`src/hdl/wsd_pkg.sv`:
```
`timescale 1ns / 1ps
// ----------------------------------------------------------------------------
// wsd_pkg
// shared types and constants for the websocket frame deframer
// ----------------------------------------------------------------------------
package wsd_pkg;

    typedef enum logic [2:0] {
        PH_FIRST   = 3'd0,
        PH_SECOND  = 3'd1,
        PH_EXT16   = 3'd2,
        PH_EXT64   = 3'd3,
        PH_KEY     = 3'd4,
        PH_PAYLOAD = 3'd5,
        PH_ERROR   = 3'd6
    } phase_t;

    typedef logic [1:0] kind_t;

    localparam kind_t KIND_PAYLOAD = 2'd0;
    localparam kind_t KIND_HEADER  = 2'd1;
    localparam kind_t KIND_ERROR   = 2'd2;

    localparam logic [7:0] FIN_BIT    = 8'h80;
    localparam logic [6:0] LEN_MASK   = 7'h7F;
    localparam logic [6:0] LEN_CODE16 = 7'd126;
    localparam logic [6:0] LEN_CODE64 = 7'd127;

    localparam logic [3:0] HDR_BASE   = 4'd2;
    localparam logic [3:0] HDR_END16  = 4'd4;
    localparam logic [3:0] HDR_END64  = 4'd10;

endpackage

```
`src/hdl/websocket_frame_deframer.sv`:
```
`timescale 1ns / 1ps
// a result word appears in the result register in the cycle after its byte is taken
// throughput: one frame byte per cycle, sustained, while the result side keeps up
// frame_stall follows result_stall combinationally while a result word is held
// reset (rst_n low, asynchronous) returns to awaiting the first header byte, no result pending
// after a first byte with fin clear the block drops every byte until the next reset
// ----------------------------------------------------------------------------
// websocket_frame_deframer
// parses frame headers and unmasks payload bytes, one byte per word
// ----------------------------------------------------------------------------
module websocket_frame_deframer
(
    input  logic        clk,
    input  logic        rst_n,
    input  logic        frame_valid,
    output logic        frame_stall,
    input  logic [7:0]  frame_byte,
    output logic        result_valid,
    input  logic        result_stall,
    output logic [1:0]  kind,
    output logic [7:0]  payload_byte,
    output logic [3:0]  opcode,
    output logic [63:0] payload_length,
    output logic [3:0]  header_length,
    output logic        last
);

    wsd_pkg::phase_t phase_reg, phase_next;
    logic [3:0]  header_count_reg, header_count_next;
    logic [63:0] length_reg, length_next;
    logic [63:0] remaining_reg, remaining_next;
    logic [31:0] mask_key_reg, mask_key_next;
    logic        masked_reg, masked_next;
    logic [3:0]  opcode_reg, opcode_next;
    logic [1:0]  key_index_reg, key_index_next;

    logic        result_valid_reg;
    logic [1:0]  kind_reg;
    logic [7:0]  payload_byte_reg;
    logic [3:0]  res_opcode_reg;
    logic [63:0] payload_length_reg;
    logic [3:0]  header_length_reg;
    logic        last_reg;

    logic        accept;
    logic        emit;
    logic [1:0]  res_kind;
    logic [7:0]  res_byte;
    logic [63:0] res_length;
    logic [3:0]  res_hlen;
    logic        res_last;
    logic        len_done;
    logic [63:0] len_now;
    logic [63:0] rem_dec;
    logic [7:0]  key_byte;

    assign frame_stall = result_valid_reg && result_stall;
    assign accept      = frame_valid && !frame_stall;

    assign rem_dec  = remaining_reg - 64'd1;
    assign key_byte = masked_reg ? mask_key_reg[(5'd31 - {key_index_reg, 3'b000}) -: 8] : 8'h00;

    // next state
    always_comb
    begin
        phase_next        = phase_reg;
        header_count_next = header_count_reg;
        length_next       = length_reg;
        remaining_next    = remaining_reg;
        mask_key_next     = mask_key_reg;
        masked_next       = masked_reg;
        opcode_next       = opcode_reg;
        key_index_next    = key_index_reg;
        len_done          = 1'b0;
        len_now           = length_reg;

        case (phase_reg)
            wsd_pkg::PH_FIRST:
            begin
                opcode_next       = frame_byte[3:0];
                header_count_next = 4'd1;
                length_next       = 64'd0;
                if ((frame_byte & wsd_pkg::FIN_BIT) == 8'h00)
                begin
                    phase_next = wsd_pkg::PH_ERROR;
                end
                else
                begin
                    phase_next = wsd_pkg::PH_SECOND;
                end
            end
            wsd_pkg::PH_SECOND:
            begin
                masked_next       = frame_byte[7];
                header_count_next = wsd_pkg::HDR_BASE;
                length_next       = 64'd0;
                if ((frame_byte[6:0] & wsd_pkg::LEN_MASK) == wsd_pkg::LEN_CODE16)
                begin
                    phase_next = wsd_pkg::PH_EXT16;
                end
                else if ((frame_byte[6:0] & wsd_pkg::LEN_MASK) == wsd_pkg::LEN_CODE64)
                begin
                    phase_next = wsd_pkg::PH_EXT64;
                end
                else
                begin
                    len_now     = {57'd0, frame_byte[6:0]};
                    length_next = len_now;
                    len_done    = 1'b1;
                end
            end
            wsd_pkg::PH_EXT16, wsd_pkg::PH_EXT64:
            begin
                len_now           = {length_reg[55:0], frame_byte};
                length_next       = len_now;
                header_count_next = header_count_reg + 4'd1;
                if ((phase_reg == wsd_pkg::PH_EXT16 && header_count_next == wsd_pkg::HDR_END16) ||
                    (phase_reg == wsd_pkg::PH_EXT64 && header_count_next == wsd_pkg::HDR_END64))
                begin
                    len_done = 1'b1;
                end
            end
            wsd_pkg::PH_KEY:
            begin
                mask_key_next     = {mask_key_reg[23:0], frame_byte};
                header_count_next = header_count_reg + 4'd1;
                key_index_next    = key_index_reg + 2'd1;
                if (key_index_reg == 2'd3)
                begin
                    key_index_next = 2'd0;
                    remaining_next = length_reg;
                    phase_next     = (length_reg == 64'd0) ? wsd_pkg::PH_FIRST
                                                           : wsd_pkg::PH_PAYLOAD;
                end
            end
            wsd_pkg::PH_PAYLOAD:
            begin
                key_index_next = key_index_reg + 2'd1;
                remaining_next = rem_dec;
                if (rem_dec == 64'd0)
                begin
                    phase_next = wsd_pkg::PH_FIRST;
                end
            end
            default:
            begin
                phase_next = phase_reg;
            end
        endcase

        // length complete: collect the key or close the header
        if (len_done)
        begin
            if (masked_next)
            begin
                key_index_next = 2'd0;
                mask_key_next  = 32'd0;
                phase_next     = wsd_pkg::PH_KEY;
            end
            else
            begin
                remaining_next = len_now;
                key_index_next = 2'd0;
                phase_next     = (len_now == 64'd0) ? wsd_pkg::PH_FIRST
                                                    : wsd_pkg::PH_PAYLOAD;
            end
        end
    end

    // result word
    always_comb
    begin
        emit       = 1'b0;
        res_kind   = wsd_pkg::KIND_PAYLOAD;
        res_byte   = 8'h00;
        res_length = 64'd0;
        res_hlen   = 4'd0;
        res_last   = 1'b0;

        case (phase_reg)
            wsd_pkg::PH_FIRST:
            begin
                if ((frame_byte & wsd_pkg::FIN_BIT) == 8'h00)
                begin
                    emit     = 1'b1;
                    res_kind = wsd_pkg::KIND_ERROR;
                    res_last = 1'b1;
                end
            end
            wsd_pkg::PH_KEY:
            begin
                if (key_index_reg == 2'd3)
                begin
                    emit       = 1'b1;
                    res_kind   = wsd_pkg::KIND_HEADER;
                    res_length = length_reg;
                    res_hlen   = header_count_next;
                    res_last   = (length_reg == 64'd0);
                end
            end
            wsd_pkg::PH_PAYLOAD:
            begin
                emit     = 1'b1;
                res_kind = wsd_pkg::KIND_PAYLOAD;
                res_byte = frame_byte ^ key_byte;
                res_last = (rem_dec == 64'd0);
            end
            default:
            begin
                emit = 1'b0;
            end
        endcase

        if (len_done && !masked_next)
        begin
            emit       = 1'b1;
            res_kind   = wsd_pkg::KIND_HEADER;
            res_length = len_now;
            res_hlen   = header_count_next;
            res_last   = (len_now == 64'd0);
        end
    end

    always_ff @(posedge clk or negedge rst_n)
    begin
        if (!rst_n)
        begin
            phase_reg        <= wsd_pkg::PH_FIRST;
            header_count_reg <= 4'd0;
            length_reg       <= 64'd0;
            remaining_reg    <= 64'd0;
            mask_key_reg     <= 32'd0;
            masked_reg       <= 1'b0;
            opcode_reg       <= 4'd0;
            key_index_reg    <= 2'd0;
        end
        else if (accept)
        begin
            phase_reg        <= phase_next;
            header_count_reg <= header_count_next;
            length_reg       <= length_next;
            remaining_reg    <= remaining_next;
            mask_key_reg     <= mask_key_next;
            masked_reg       <= masked_next;
            opcode_reg       <= opcode_next;
            key_index_reg    <= key_index_next;
        end
    end

    // result register
    always_ff @(posedge clk or negedge rst_n)
    begin
        if (!rst_n)
        begin
            result_valid_reg <= 1'b0;
        end
        else if (accept && emit)
        begin
            result_valid_reg <= 1'b1;
        end
        else if (!result_stall)
        begin
            result_valid_reg <= 1'b0;
        end
    end

    always_ff @(posedge clk)
    begin
        if (accept && emit)
        begin
            kind_reg           <= res_kind;
            payload_byte_reg   <= res_byte;
            res_opcode_reg     <= opcode_next;
            payload_length_reg <= res_length;
            header_length_reg  <= res_hlen;
            last_reg           <= res_last;
        end
    end

    assign result_valid   = result_valid_reg;
    assign kind           = kind_reg;
    assign payload_byte   = payload_byte_reg;
    assign opcode         = res_opcode_reg;
    assign payload_length = payload_length_reg;
    assign header_length  = header_length_reg;
    assign last           = last_reg;

endmodule

```
`config.mk`:
```
export PLATFORM = sky130hd
export DESIGN_NAME = websocket_frame_deframer
export DESIGN_NICKNAME = d
export VERILOG_FILES = /design/src/hdl/wsd_pkg.sv /design/src/hdl/websocket_frame_deframer.sv
export SDC_FILE = /design/constraint.sdc
export NUM_CORES = 1
export LEC_CHECK = 0
export BUFFER_PORTS_ARGS = -buffer_cell sky130_fd_sc_hd__buf_4
export CORE_AREA = 2 2 193 138
export DETAILED_ROUTE_END_ITERATION = 16
export DIE_AREA = 0 0 195 140
export HOLD_SLACK_MARGIN = 0.1
export PLACE_DENSITY = 0.73
export REMOVE_ABC_BUFFERS = 1
export SLEW_MARGIN = 20
export SYNTH_ARGS = -nofsm -noshare
export SYNTH_HDL_FRONTEND = slang
export SYNTH_SLANG_ARGS = --single-unit
```
`constraint.sdc`:
```
create_clock -name clk -period 11.5 [get_ports clk]
set_input_delay 1.725 -clock clk [delete_from_list [all_inputs] [get_ports clk]]
set_output_delay 1.725 -clock clk [all_outputs]
set_load 0.05 [all_outputs]
```
After elaboration in Yosys (flattened, before gate mapping)
Cells that the tools add are included.
W data, S select, Z words.

storage, ports and cells
  flip-flop bits (word level) = 258
  word-level logic and storage cells = 109

cells by class
  $add $sub $neg = 4
  equal/unequal tests = 14
  shift-type cells = 1
  mux-type cells = 52
  bitwise logic cells = 1
  reduce and logical (&&, ||, !) cells = 22

operator list
  operator                 number
  $mux W64                 8
  $pmux W64 S2             2
  $logic_not A64 Y1        3
  $pmux W64 S3             1
  $mux W32                 3
  $sub A64 B1 Y64 const B  1
  $shiftx A39 B6 Y8        1
  $mux W3                  9
  $mux W4                  4
  $eq A7 B7 Y1 const B     2
  $mux W7                  2
  $mux W1                  12
  $pmux W3 S4              1
  $pmux W4 S3              1
  $logic_not A8 Y1         1
  $mux W8                  1
  $pmux W2 S2              2
  $xor A8 B8 Y8            1
  $eq A3 B2 Y1 const B     2
  $eq A3 B3 Y1 const B     2
  $logic_and A1 B1 Y1      6
  $mux W2                  3
  $ne A3 B3 Y1 const B     2
  $pmux W1 S3              2
  19 further kinds         22

Logic depth before layout (Yosys ltp)
  depth in word-level cells = 10
  gate-level depth with buffers = 13

Worst setup path after synthesis
OpenSTA, ideal clock, no wires.

  path kind = input port to flip-flop
  start point = input port frame_byte[2]
  end point = register result_valid_reg, in the netlist result_valid
  data arrival time = 7,347 ps
  data required time = 11,410 ps
  slack = 4,063 ps
  stages on the path = 9
  path buffers = 2
  cells stage by stage = clkbuf_1 > nand4_1 > o21ai_0 > nor2_1 > o211a_1 > clkbuf_1 > nor2_1 > a21oi_1 > or2_2

between the ends
  longest elaborated chain between the ends = 8
  elaborated cells on any way between the ends = 10

RTL lines
  what                                               RTL line                         RTL
  start: declaration                                 websocket_frame_deframer.sv:17   input logic [7:0] frame_byte,
  $eq A7 B7 Y1                                       websocket_frame_deframer.sv:101  else if ((frame_byte[6:0] & wsd_pkg::LEN_MASK) == wsd_pkg::LEN_CODE64)
  $mux W1                                            websocket_frame_deframer.sv:101
  $mux W1 *                                          websocket_frame_deframer.sv:97   if ((frame_byte[6:0] & wsd_pkg::LEN_MASK) == wsd_pkg::LEN_CODE16)
  $pmux W1 S2 *                                      websocket_frame_deframer.sv:77   case (phase_reg)
  $logic_and A1 B1 Y1 *                              websocket_frame_deframer.sv:214  if (len_done && !masked_next)
  $mux W1 *                                          websocket_frame_deframer.sv:214
  $logic_and A1 B1 Y1 *                              websocket_frame_deframer.sv:257  else if (accept && emit)
  $ne A2 B1 Y1 (no line) or $mux W1 (tied branches)  n/a
  end signal: assignment                             websocket_frame_deframer.sv:255  result_valid_reg <= 1'b0;
  end signal: assignment                             websocket_frame_deframer.sv:259  result_valid_reg <= 1'b1;
  end signal: assignment                             websocket_frame_deframer.sv:263  result_valid_reg <= 1'b0;
  end: declaration                                   websocket_frame_deframer.sv:37   logic result_valid_reg;

Every way passes the cells marked *; elsewhere a longest branch is shown, timed or not.
A chain may end at the register's enable or synchronous reset.

Final worst setup path
  start point = input port frame_byte[2]
  end point = register payload_length_reg[39], in the netlist payload_length[39], enable pin

between the ends
  longest elaborated chain between the ends = 7
  elaborated cells on any way between the ends = 8

RTL lines
  what                    RTL line                         RTL
  $eq A7 B7 Y1            websocket_frame_deframer.sv:101
  $mux W1                 websocket_frame_deframer.sv:101
  $mux W1 *               websocket_frame_deframer.sv:97
  $pmux W1 S2 *           websocket_frame_deframer.sv:77
  $logic_and A1 B1 Y1 *   websocket_frame_deframer.sv:214
  $mux W1 *               websocket_frame_deframer.sv:214
  $logic_and A1 B1 Y1 *   websocket_frame_deframer.sv:269  if (accept && emit)
  end signal: assignment  websocket_frame_deframer.sv:274  payload_length_reg <= res_length;
  end: declaration        websocket_frame_deframer.sv:41   logic [63:0] payload_length_reg;

Marked as above.

==> impl_metrics.py <==
metrics = {
    "yosys": {
        "avgSynthCellArea_um2": 9.763,
        "synth_top_cell_by_area": "dfrtp_1",
        "synth_top_area_share_pct": 31.52,
        "synth_seq_cells": 258,
        "synth_area_leaders": "dfrtp_1 32%, edfxtp_1 18%, a22o_1 6.8%",
        "synth_flop_cell": "dfrtp_1",
        "synth_edf_count": 83,
        "async_flop_share_pct": 67.83,
        "yosysUniqueCellTypes": 74,
        "syn_area_um2": 13890,
        "ys_seq_area_share_pct": 49.46,
        "synth_cells": 1423,
        "synth_warnings": 0,
    },
    "clocking": {
        "hold_buffers": 0,
        "post_cts_resized": 0,
        "clkSinkCount": 258,
        "cts.clk_slew.worst_paths_ns": 0.07,
        "cts-root-buf": "clkbuf_16",
        "cts_buffers": 25,
        "cts_max_level": 1,
        "tritoncts": "yes",
        "insertion_delay_ns": 0.54,
        "post-cts-setup-buffers": 0,
        "clock_path_buffers": 3,
    },
    "power": {
        "cell_internal_pwr_uw": 1506,
        "switchingPower_uw": 513.3,
        "power_frac_comb_pct": 8.7,
        "clkPwrFrac_pct": 41.5,
        "ir_drop_mv": 0.1000,
        "power.share.sequential_pct": 49.7,
        "p_leak_uw": 0.006089,
        "power_density_nw_per_um2": 129.7,
        "netSwitchingFraction_pct": 25.42,
        "total_power_uw": 2019,
    },
    "setup_path": {
        "crit_arrival_ns": 4.96,
        "end_kind": "flip-flop",
        "r2r_slack_ns": 7.07,
        "worst_path_max_delay_cell": "a21oi_4",
        "worst_setup_path_start_kind": "primary input",
        "r2r_end": "last",
        "crit_type": "primary input to flip-flop",
        "cp_cell_sequence": "buf_4, nand4_1, o21ai_0, nor2_1, o211a_2, nor2_1, a21oi_4, buf_4",
        "critical_path.max_fanout": 60,
        "critPathMaxStageDelay_ns": 0.79,
        "worstPathRequired_ns": 11.66,
        "reg2reg_depth": 10,
        "r2r-start": "remaining_reg[0]",
    },
    "placement": {
        "place_ws_ns": 6.174,
        "io_buffers": 96,
        "place_inst": 1746,
        "dp_hpwl_mm": 29.59,
        "gp_congestion": 0.9440,
    },
    "die": {
        "fp.dieW_um": 195,
        "die_area_um2": 27300,
        "core_area_um2": 25380,
        "ioPinCount": 97,
        "rows": 49,
        "die_y_um": 140,
        "initial_core_util_pct": 54.73,
    },
    "grt": {
        "grt_usage_pct": 32.98,
        "grt_pass1_wl_mm": 70.01,
        "grt_pass1_vias": 11489,
        "grt_max_degree": 102,
        "antenna_found_initial": 0,
        "gr-total-overflow": 0,
    },
    "sta": {
        "finalSetupViolCount": 0,
        "max_clock_freq_mhz": 208.5,
        "clock_skew_ns": 0.01485,
        "grt_setup_unrepaired": "false",
        "tightest_slew_ns": 1.066,
        "fin_crit_ns": 4.795,
        "fin_ws_ns": 6.705,
        "finalHoldViolCount": 0,
        "setup_tns_ns": 0,
        "fin_crit_sh_pct": 41.70,
        "relSlewSlack_pct": 28.46,
        "maxSlewViolCount": 0,
    },
    "detailed_routing": {
        "drt_wl_total_mm": 45.62,
        "dr_total_vias": 12698,
        "first_pass_iters": 7,
        "drt_iter0_markers": 1948,
        "vias_per_cell": 7.098,
        "final_antenna_net_count": 0,
        "drc": 0,
        "wl_per_cell_um": 25.50,
    },
    "final_layout": {
        "layout_commonest_cell": "nand2_1",
        "nets": 1459,
        "final_layout_size_suffix_gt1_share_pct": 13.65,
        "postLayoutCoreUtil_pct": 61.34,
        "area_growth_pct": 12.08,
        "diodes": 0,
        "layout_common_cells": "179 x nand2_1, 175 x dfrtp_1, 143 x o21ai_0, 111 x buf_4, 108 x a22o_1",
        "layout.cells.non_filler": 1789,
    },
    "hold_path": {
        "hold_path_class": "flip-flop to flip-flop",
        "whs_endpoint": "opcode_reg[0]",
        "min_from": "opcode_reg[0]",
        "hold_depth": 2,
    },
    "run_status": {
        "status": "finished, final reports clean",
    },
    "run": {
        "cap_violations": 0,
    },
}
[Yosys cell counts (all sizes together), types with 4 or more instances]
cell type	instances
a211oi	25
a21o	11
a21oi	46
a221oi	4
a222oi	4
a22o	108
a22oi	36
a311oi	5
a31oi	10
a32o	12
and2	28
and3	7
buf	18
clkbuf	102
dfrtp	175
edfxtp	83
ha	5
inv	14
mux2	5
mux2i	5
mux4	8
nand2	183
nand3	20
nand3b	4
nand4	20
nand4b	6
nor2	80
nor3	40
nor3b	6
nor4	52
nor4b	4
o211ai	9
o21ai	146
o22a	6
o311ai	4
o31a	5
o31ai	35
o41ai	10
or2	4
or3	11
or4	10
xnor2	8
xor2	16
[through the flow]
step / area [um^2] / hold WS, ns
global route: 15570 / 0.5115
detailed placement: 14740 / 0.4683
CTS: 15560 / 0.4849
global placement: 14740 / 0.4572
floorplan: 13440 / 0.4455
finish: 15570 / 0.4840
[routing by layer]
metal / GRT usage [%] / up-vias / wire length (um) / share of wire (%)
li1: - / 5515 / - / -
met1: 51.18 / 6216 / 19640 / 43
met2: 45.38 / 871 / 18640 / 41
met3: 9.126 / 96 / 6186 / 14
met4: 7.995 / 0 / 1163 / 2.5
met5: 0 / - / 0 / 0
[power groups by stage]
stage               clock network [uW]  registers (uW)  logic [uW]
floorplan                            0            1010         112
global placement                     0            1020         168
detailed placement                   0            1020         171
CTS                                845            1000         172
global route                       883            1010         192
finish                             839            1000         176
[critical path, delay by kind of cell]
| kind | cells | cell delay, ns |
|---|---|---|
| simple gates | 3 | 0.71 |
| buf+inv | 2 | 0.91 |
| compound gates | 3 | 1.55 |
[final cells by class]
type / count / area, um^2
fillers: 2088 / 9812
flip-flops and latches: 258 / 6872
multi-input cells: 1030 / 6560
repair buffers: 112 / 844.6
clock buffers: 34 / 719.4
well taps: 331 / 414.1
clock inverters: 9 / 103.9
inverters: 15 / 56.30
[cells by family after synthesis]
| family | after synthesis | share of synthesized area (%) |
|---|---|---|
| AND/OR/NAND/NOR | 483 | 17.59 |
| buffers and inverters | 135 | 3.684 |
| multiplexers | 18 | 2.062 |
| flip-flops | 258 | 49.46 |
| AO/OA/AOI/OAI | 500 | 25.24 |
| XOR/XNOR | 24 | 1.513 |
| adder cells (fa/ha/maj) | 5 | 0.4503 |
[worst max path at each step]
stage,from,endpoint,slack [ns],cells after the start
after floorplan,frame_byte[2],result_valid,3.09,7
after global placement,frame_byte[2],payload_length[43],6.31,8
after detailed placement,frame_byte[2],payload_length[32],6.17,8
after CTS,frame_byte[2],payload_length[17],6.73,8
after global routing,frame_byte[2],payload_length[34],6.46,8
final,frame_byte[2],payload_length[39],6.70,8
Note: power is estimated with default switching activity, not from simulation.
